File: config.mk
export PLATFORM = sky130hd
export DESIGN_NAME = v3n_sqrt
export DESIGN_NICKNAME = d
export VERILOG_FILES = /design/src/rtl/core/v3n_pkg.sv /design/src/rtl/core/v3n_sqrt.sv
export SDC_FILE = /design/constraint.sdc
export NUM_CORES = 1
export LEC_CHECK = 0
export ABC_CLOCK_PERIOD_IN_PS = 4100
export BUFFER_PORTS_ARGS = -buffer_cell sky130_fd_sc_hd__buf_2
export CORE_AREA = 2 2 420 422
export DETAILED_ROUTE_END_ITERATION = 10
export DIE_AREA = 0 0 422 424
export SETUP_SLACK_MARGIN = 0.05
export SLEW_MARGIN = 40
export SYNTH_ARGS = -nofsm -noshare
export SYNTH_HDL_FRONTEND = slang
export SYNTH_SLANG_ARGS = --single-unit
File: constraint.sdc
create_clock -name clk -period 4.1 [get_ports clk]
set_clock_uncertainty 0.2 [all_clocks]
set_input_delay 0.615 -clock clk [delete_from_list [all_inputs] [get_ports clk]]
set_output_delay 0.615 -clock clk [all_outputs]
set_load 0.02 [all_outputs]
File: src/rtl/core/v3n_pkg.sv
// shared types and constants for the vector normalizer
`default_nettype none
package v3n_pkg;
	localparam int CompW = 16;
	localparam int MagW = 16;
	localparam int SqW = 32;
	localparam int LenW = 16;
	localparam int FracBits = 14;
	localparam int UnitW = 16;
	localparam int QuoW = MagW + FracBits + 1;
	localparam int RootSteps = 16;
	localparam int DivSteps = QuoW;

	typedef struct packed {
		logic signed [CompW-1:0] comp_x;
		logic signed [CompW-1:0] comp_y;
		logic signed [CompW-1:0] comp_z;
	} vec_in_t;

	typedef struct packed {
		logic signed [UnitW-1:0] unit_x;
		logic signed [UnitW-1:0] unit_y;
		logic signed [UnitW-1:0] unit_z;
		logic [SqW-1:0] squared_length;
		logic [LenW-1:0] vector_length;
		logic is_zero;
	} vec_out_t;

	typedef struct packed {
		logic [2:0] neg;
		logic [MagW-1:0] mag_x;
		logic [MagW-1:0] mag_y;
		logic [MagW-1:0] mag_z;
		logic [SqW-1:0] sq;
	} sq_res_t;
endpackage
`default_nettype wire

File: src/rtl/core/v3n_sqrt.sv
// pipelined floor square root, one result bit per stage
`default_nettype none
module v3n_sqrt (
	input wire logic clk,
	input wire logic arst_n,
	input wire logic adv,
	input wire logic in_valid,
	input wire v3n_pkg::sq_res_t in_res,
	output logic out_valid,
	output v3n_pkg::sq_res_t out_res,
	output logic [v3n_pkg::LenW-1:0] out_root
);
	localparam int N = v3n_pkg::RootSteps;
	logic [N:0] vld;
	v3n_pkg::sq_res_t res [N+1];
	logic [v3n_pkg::SqW-1:0] rem [N+1];
	logic [v3n_pkg::LenW-1:0] root [N+1];

	assign vld[0] = in_valid;
	assign res[0] = in_res;
	assign rem[0] = in_res.sq;
	assign root[0] = '0;

	for (genvar i = 0; i < N; i++) begin : g_step
		localparam int Sh = 2 * (N - 1 - i);
		logic [v3n_pkg::SqW+1:0] trial;
		logic [v3n_pkg::SqW+1:0] top;
		logic [v3n_pkg::LenW-1:0] rn;
		logic [v3n_pkg::SqW-1:0] remn;
		always_comb begin
			top = {2'b00, rem[i]} >> Sh;
			trial = {root[i], 2'b01};
			rn = {root[i][v3n_pkg::LenW-2:0], 1'b0};
			remn = rem[i];
			if (top >= trial) begin
				remn = rem[i] - v3n_pkg::SqW'(trial << Sh);
				rn = {root[i][v3n_pkg::LenW-2:0], 1'b1};
			end
		end
		always_ff @(posedge clk or negedge arst_n) begin
			if (!arst_n) begin
				vld[i+1] <= 1'b0;
			end else if (adv) begin
				vld[i+1] <= vld[i];
			end
		end
		always_ff @(posedge clk) begin
			if (adv) begin
				res[i+1] <= res[i];
				rem[i+1] <= remn;
				root[i+1] <= rn;
			end
		end
	end

	assign out_valid = vld[N];
	assign out_res = res[N];
	assign out_root = root[N];
endmodule
`default_nettype wire

Word-level counts from Yosys, hierarchy flattened

Index checks and enable logic that the tools add are counted.

$add $sub $neg: 15
$lt $le $gt $ge: 16
Mux-type cells: 31

Operators by type and width:

| kind                                                | number |
|---|---|
| 2-to-1 mux 32 bit                                   | 15 |
| greater-or-equal comparator 32 x 17 -> 1 bit        | 1 |
| subtractor 32 x 18 -> 32 bit                        | 1 |
| subtractor 32 x 19 -> 32 bit                        | 1 |
| subtractor 32 x 20 -> 32 bit                        | 1 |
| subtractor 32 x 21 -> 32 bit                        | 1 |
| subtractor 32 x 22 -> 32 bit                        | 1 |
| subtractor 32 x 23 -> 32 bit                        | 1 |
| subtractor 32 x 24 -> 32 bit                        | 1 |
| subtractor 32 x 25 -> 32 bit                        | 1 |
| subtractor 32 x 26 -> 32 bit                        | 1 |
| subtractor 32 x 27 -> 32 bit                        | 1 |
| subtractor 32 x 28 -> 32 bit                        | 1 |
| subtractor 32 x 29 -> 32 bit                        | 1 |
| subtractor 32 x 30 -> 32 bit                        | 1 |
| subtractor 32 x 31 -> 32 bit                        | 1 |
| subtractor 32 x 31 -> 32 bit, second input constant | 1 |
| greater-or-equal comparator 30 x 16 -> 1 bit        | 1 |
| greater-or-equal comparator 28 x 15 -> 1 bit        | 1 |
| greater-or-equal comparator 26 x 14 -> 1 bit        | 1 |
| greater-or-equal comparator 24 x 13 -> 1 bit        | 1 |
| greater-or-equal comparator 22 x 12 -> 1 bit        | 1 |
| greater-or-equal comparator 20 x 11 -> 1 bit        | 1 |
| greater-or-equal comparator 18 x 10 -> 1 bit        | 1 |
| other kinds (9)                                     | 24 |

Bits in registers: 1,960
Output and inout bits: 100
Logic and storage cells: 189

Longest topological paths before layout

Word-level depth: 2
Mapped depth: 12
Gate-level depth less buffers: 10

Worst setup path before layout

Ideal clock, no wire load.

Kind: reg-to-reg
From: register rem, in the netlist g_step[12].top[13]
To: register rem, in the netlist g_step[13].top[23] (data pin)
Arrival time: 2.935 ns
Setup slack: 0.707 ns
Cell stages (with the launch flop): 9
Buffers on the path: 0
Cell sequence: edfxtp_1 > ha_1 > a2111oi_0 > nor3b_1 > or4b_1 > nor3_4 > nor4b_1 > and4b_1 > xor2_1

Cells in the longest elaborated chain, start to end: 2

Ends and longest elaborated chain:

| item                                                                                                | line                           | source |
|---|---|---|
| start, declared                                                                                     | v3n_sqrt.sv:16                 | `logic [v3n_pkg::SqW-1:0] rem [N+1];` |
| start signal, assigned by index                                                                     | v3n_sqrt.sv:50                 | `rem[i+1] <= remn;` |
| subtractor 32 x 20 -> 32 bit / greater-or-equal comparator 26 x 14 -> 1 bit (equally long branches) | v3n_sqrt.sv:36, v3n_sqrt.sv:35 |  |
| 2-to-1 mux 32 bit (*)                                                                               | v3n_sqrt.sv:35                 | `if (top >= trial) begin` |
| named net g_step[12].remn, one bit                                                                  | v3n_sqrt.sv:29                 | `logic [v3n_pkg::SqW-1:0] remn;` |

Mark *: on every way through the listed nets, which the timed path passes. The rest lies on a longest branch.
A chain may end at the register's enable or synchronous reset.

Worst setup path after layout

From: register rem, in the netlist g_step[12].top[13]
To: register rem, in the netlist g_step[13].top[6] (data pin)

Cells in the longest elaborated chain, start to end: 2

Ends and longest elaborated chain:

| item                                         | line |
|---|---|
| greater-or-equal comparator 26 x 14 -> 1 bit | v3n_sqrt.sv:35 |
| 2-to-1 mux 32 bit                            | v3n_sqrt.sv:35 |
| named net g_step[12].remn, one bit           | v3n_sqrt.sv:29 |

The timed path passes the listed nets, and every way through them passes these cells.

==> impl_summary.log <==
INFO  metric status = finished, final reports clean
INFO  metric clock_tree_from_tritoncts = yes
INFO  metric remaining_drc_errors = 0
INFO  metric routed-via-count = 27.6k
INFO  metric synth_largest_type_area_fraction = just over 80%
INFO  metric cp_slowest_stage_delay = 0.56 ns
INFO  metric ff_latch_area = 51600 sq um
INFO  metric r2r-end = g_step[13].top[6]
INFO  metric h_tree_level_count = 4
INFO  metric routed_wire_length_per_instance = around 14 um
INFO  metric power_density = 560 nW/um^2
INFO  metric dominant_combinational_cell_family_by_area_after_synthesis = simple AND/OR/NAND/NOR gates
INFO  metric worst_case_register_to_register_setup_slack = 0.45 ns
INFO  metric post_placement_setup_slack = 0.472 ns
INFO  metric post-route-period-util = between 80% and 90%
INFO  metric worst_hold_startpoint = adv
INFO  metric synth_seq_cells = 1720
INFO  metric rsz0062_at_grt = false
INFO  metric hold_path.class = in2reg
INFO  metric cts_post_setup_buffers_inserted = 0
INFO  metric synth_top_cells_by_count = 1704 x edfxtp_1, 171 x inv_1, 148 x ha_1
INFO  metric synth_async_sr_flop_share = 0.930%
INFO  metric setup.worst_path.start = g_step[12].top[13]
INFO  metric design.portCount = 187
INFO  metric dp_cell_count = between 5k and 6k
INFO  metric overflow = 0
INFO  metric die_y = 424 um
INFO  metric starting_utilization_of_the_core_area = 35.7%
INFO  metric p_int = 31700 uW
INFO  metric peak_ir_drop_on_the_vdd_network = around 0.47 mV
INFO  metric viasPerCell = 4.42
INFO  metric cts_buffer_depth = 3
INFO  metric avgSynthCellArea = 18.6 sq um
INFO  metric detail-route-antenna-nets = 0
INFO  metric timing.final.ws_setup = 0.448 ns
INFO  metric setup_tns = 0 ns
INFO  metric cts.reportedPaths.clkPinSlew = about 0.060 ns
INFO  metric comb_power_share = 8.0%
INFO  metric number_of_global_route_vias_before_repair = 27.6k
INFO  metric nNetsFinal = 3985
INFO  metric ys_dominant_reg_cell = edfxtp_1
INFO  metric die_x = roughly 420 um
INFO  metric cts.sinks = 1720
INFO  metric max-cap-violations = 0
INFO  metric hpwlAfterDp = 54.0 mm
INFO  metric floorplan.die_area = around 180000 sq um
INFO  metric timing.final.hold_violations = 0
INFO  metric synthesis.instances = 3351
INFO  metric yosysMostFrequentCell = edfxtp_1
INFO  metric grt_start_max_net_pins = between 100 and 150
INFO  metric antenna_found_initial = 4
INFO  metric worstPathCellList = ha_1, a2111oi_0, nor3b_1, buf_4, or4b_1, nor3_4, buf_4, mux2_2
INFO  metric synthAdderAreaFrac = 2.97%
INFO  metric yosys.area_share.xor_xnor = 2.79%
INFO  metric post_synthesis_cell_area = between 60000 and 70000 sq um
INFO  metric cpLargestDelayFamily = simple AND/OR/NAND/NOR gates
INFO  metric critical_path_required = 4.47 ns
INFO  metric setup.worst_path.end_class = register
INFO  metric crit-reg2reg-launch = g_step[12].top[13]
INFO  metric tritonroute_pass_1_iters = 5
INFO  metric rows = 154
INFO  metric max_slew.worst_pin.slew = 0.846 ns
INFO  metric cts_made_buffers = 179
INFO  metric synth-compound-area-share = 4.04%
INFO  metric p_sw_share = 22.6%
INFO  metric multi_input_comb_area = about 9400 sq um
INFO  metric area.growth.synth_to_final = 17.1%
INFO  metric finish.cell_count_without_fillers = 6240
INFO  metric routed_wl = 88.2 mm
INFO  metric postSynthNetCount = between 3k and 4k
INFO  metric synth_sequential_area_ratio = 82.7%
INFO  metric worstHoldPathCells = 1
INFO  metric p_switching = 9230 uW
INFO  metric timing.final.setup_violations = 0
INFO  metric synth.area.top_cells = edfxtp_1 82%, ha_1 3.0%, xnor2_1 1.4%, xor2_1 1.4%, a21oi_1 1.1%
INFO  metric track_usage = under 10%
INFO  metric synth_simple_gate_area_share = 4.47%
INFO  metric worst_ep_arrival_time = 4.02 ns
INFO  metric synth_largest_area_cell = edfxtp_1
INFO  metric yosys-mux-area-fraction = 0.776%
INFO  metric globalplace.congestion = between 0.8 and 0.9
INFO  metric fillers = 15.4k
INFO  metric path_class = reg2reg
INFO  metric cp_num_buf_inv = 2
INFO  metric critPathMaxFanout = 25
INFO  metric clockRootBuffer = clkbuf_16
INFO  metric final-max-slew-violation-count = 0
INFO  metric synthDistinctLibCells = 74
INFO  metric share_seq_of_total_power = 53.3%
INFO  metric drive_gt1_share = 14.5%
INFO  metric synth_edf_count = between 1.5k and 2k
INFO  metric timing.critical_path.mode_cell = buf_4
INFO  metric cp_slowest_cell = a2111oi_0
INFO  metric coreArea = between 150000 and 200000 sq um
INFO  metric worstRegToRegCells = 8
INFO  metric grt_pass1_wl = about 140 mm
INFO  metric worstSkewPairLatency = approximately 0.81 ns
INFO  metric portBuffers = 186
INFO  metric min_delay_worst_endpoint = res[1213]
INFO  metric share_clk_of_total_power = 38.7%
INFO  metric dr.first_iter.drc_count = ~1.9k
INFO  metric final_period_minus_worst_setup_slack = 3.65 ns
INFO  metric power_leakage = 0.0260 uW
INFO  metric count_of_yosys_warnings_during_synthesis = 0
INFO  metric startpoint_type = register
INFO  metric timing.max_slew.rel_slack = 43.2%
INFO  metric clock.fmax = between 0.2 and 0.3 GHz
## power groups by stage
| stage | Combinational (uW) | Clock, uW | Sequential [uW] |
|---|---|---|---|
| finish | 3260 | 15800 | 21800 |
| global placement | 3110 | 0 | 22100 |
| global route | 3670 | 17200 | 22000 |
| detailed placement | 3200 | 0 | 22200 |
| CTS | 3270 | 16500 | 21800 |
| floorplan | 2250 | 0 | 21900 |
## stage by stage
stage | util [%] | hold WS (ns) | instance area [sq um] | power [uW]
after floorplan | - | 0.119 | 62400 | 24200
after detailed placement | 37.9 | 0.205 | 66300 | 25400
final | 41.8 | 0.0532 | 73100 | 40900
after CTS | 41.8 | 0.0165 | 73100 | 41600
after global routing | 41.8 | 0.0327 | 73100 | 42800
after global placement | 37.9 | 0.200 | 66300 | 25300
## what timing repair did
item,CTS,global route
gates resized for setup,0,0
hold endpoints to repair,103,0
hold buffers,86,0
## worst max path at each step
stage / to / slack (ns) / cells past startpoint
after floorplan: g_step[13].top[23] / 0.71 / 8
after global placement: g_step[13].top[6] / 0.47 / 8
after detailed placement: g_step[13].top[6] / 0.47 / 8
after CTS: g_step[13].top[6] / 0.45 / 8
after global routing: g_step[13].top[6] / 0.19 / 8
final: g_step[13].top[6] / 0.45 / 8
## registers in the layout, indices dropped and copies added, names as in the netlist
| name | cells |
|---|---|
| g_step.top | 240 |
| g_step.trial | 120 |
| out_res | 83 |
| out_root | 16 |
| out_valid | 1 |
| res | 1245 |
| vld | 15 |
## logic make-up after synthesis
logic type | after synthesis
AO/OA/AOI/OAI | 403
XOR/XNOR | 199
adder cells (fa/ha/maj) | 148
buffers and inverters | 295
flip-flops | 1720
multiplexers | 44
AND/OR/NAND/NOR | 542
## metal layers
metal  wire [um]  vias up  share of wire, %  GRT usage [%]
met5          16        -             0.018              0
met4        3700        2               4.2           5.44
met3        3910      235               4.4           2.50
met2       43500      511                49           16.4
met1       37100    13300                42           11.6
li1            -    13600                 -              -
## cells in the final DEF, fill, tap and decap left out, types with 11 or more instances in the layout
master	netlist	routed
clkinv_16	0	11
ha_1	148	148
mux2_2	35	35
a21o_1	31	31
buf_4	83	47
clkinvlp_4	0	13
buf_12	0	23
buf_2	4	185
dfrtp_1	16	16
o211ai_1	12	12
and3_1	12	12
o21a_1	31	31
dlygate4sd3_1	0	86
a211oi_1	13	13
nor3_1	57	57
o31ai_1	12	12
or3_1	23	23
bufinv_16	0	16
edfxtp_1	1704	1704
nand2b_1	39	39
nand4b_1	12	12
nor2_1	127	126
xnor2_1	101	101
clkbuf_16	0	179
or4_1	12	12
nand4_1	15	15
nand3_1	36	36
clkinv_1	0	36
inv_1	171	171
nand2_1	114	114
clkinv_2	0	27
nor4_1	30	30
o21ai_0	95	95
clkbuf_1	32	37
nor2b_1	20	20
a21oi_1	134	134
xor2_1	98	98
## final cells by class
type / instances / share of cell area, %
inverters: 172 / 0.884
clock buffers: 216 / 6.32
repair buffers: 341 / 3.56
well taps: 2340 / 4.01
diodes: 1 / 0.00343
clock inverters: 114 / 1.79
flip-flops and latches: 1720 / 70.6
multi-input cells: 1336 / 12.9
(Power assumes the default switching activity.)
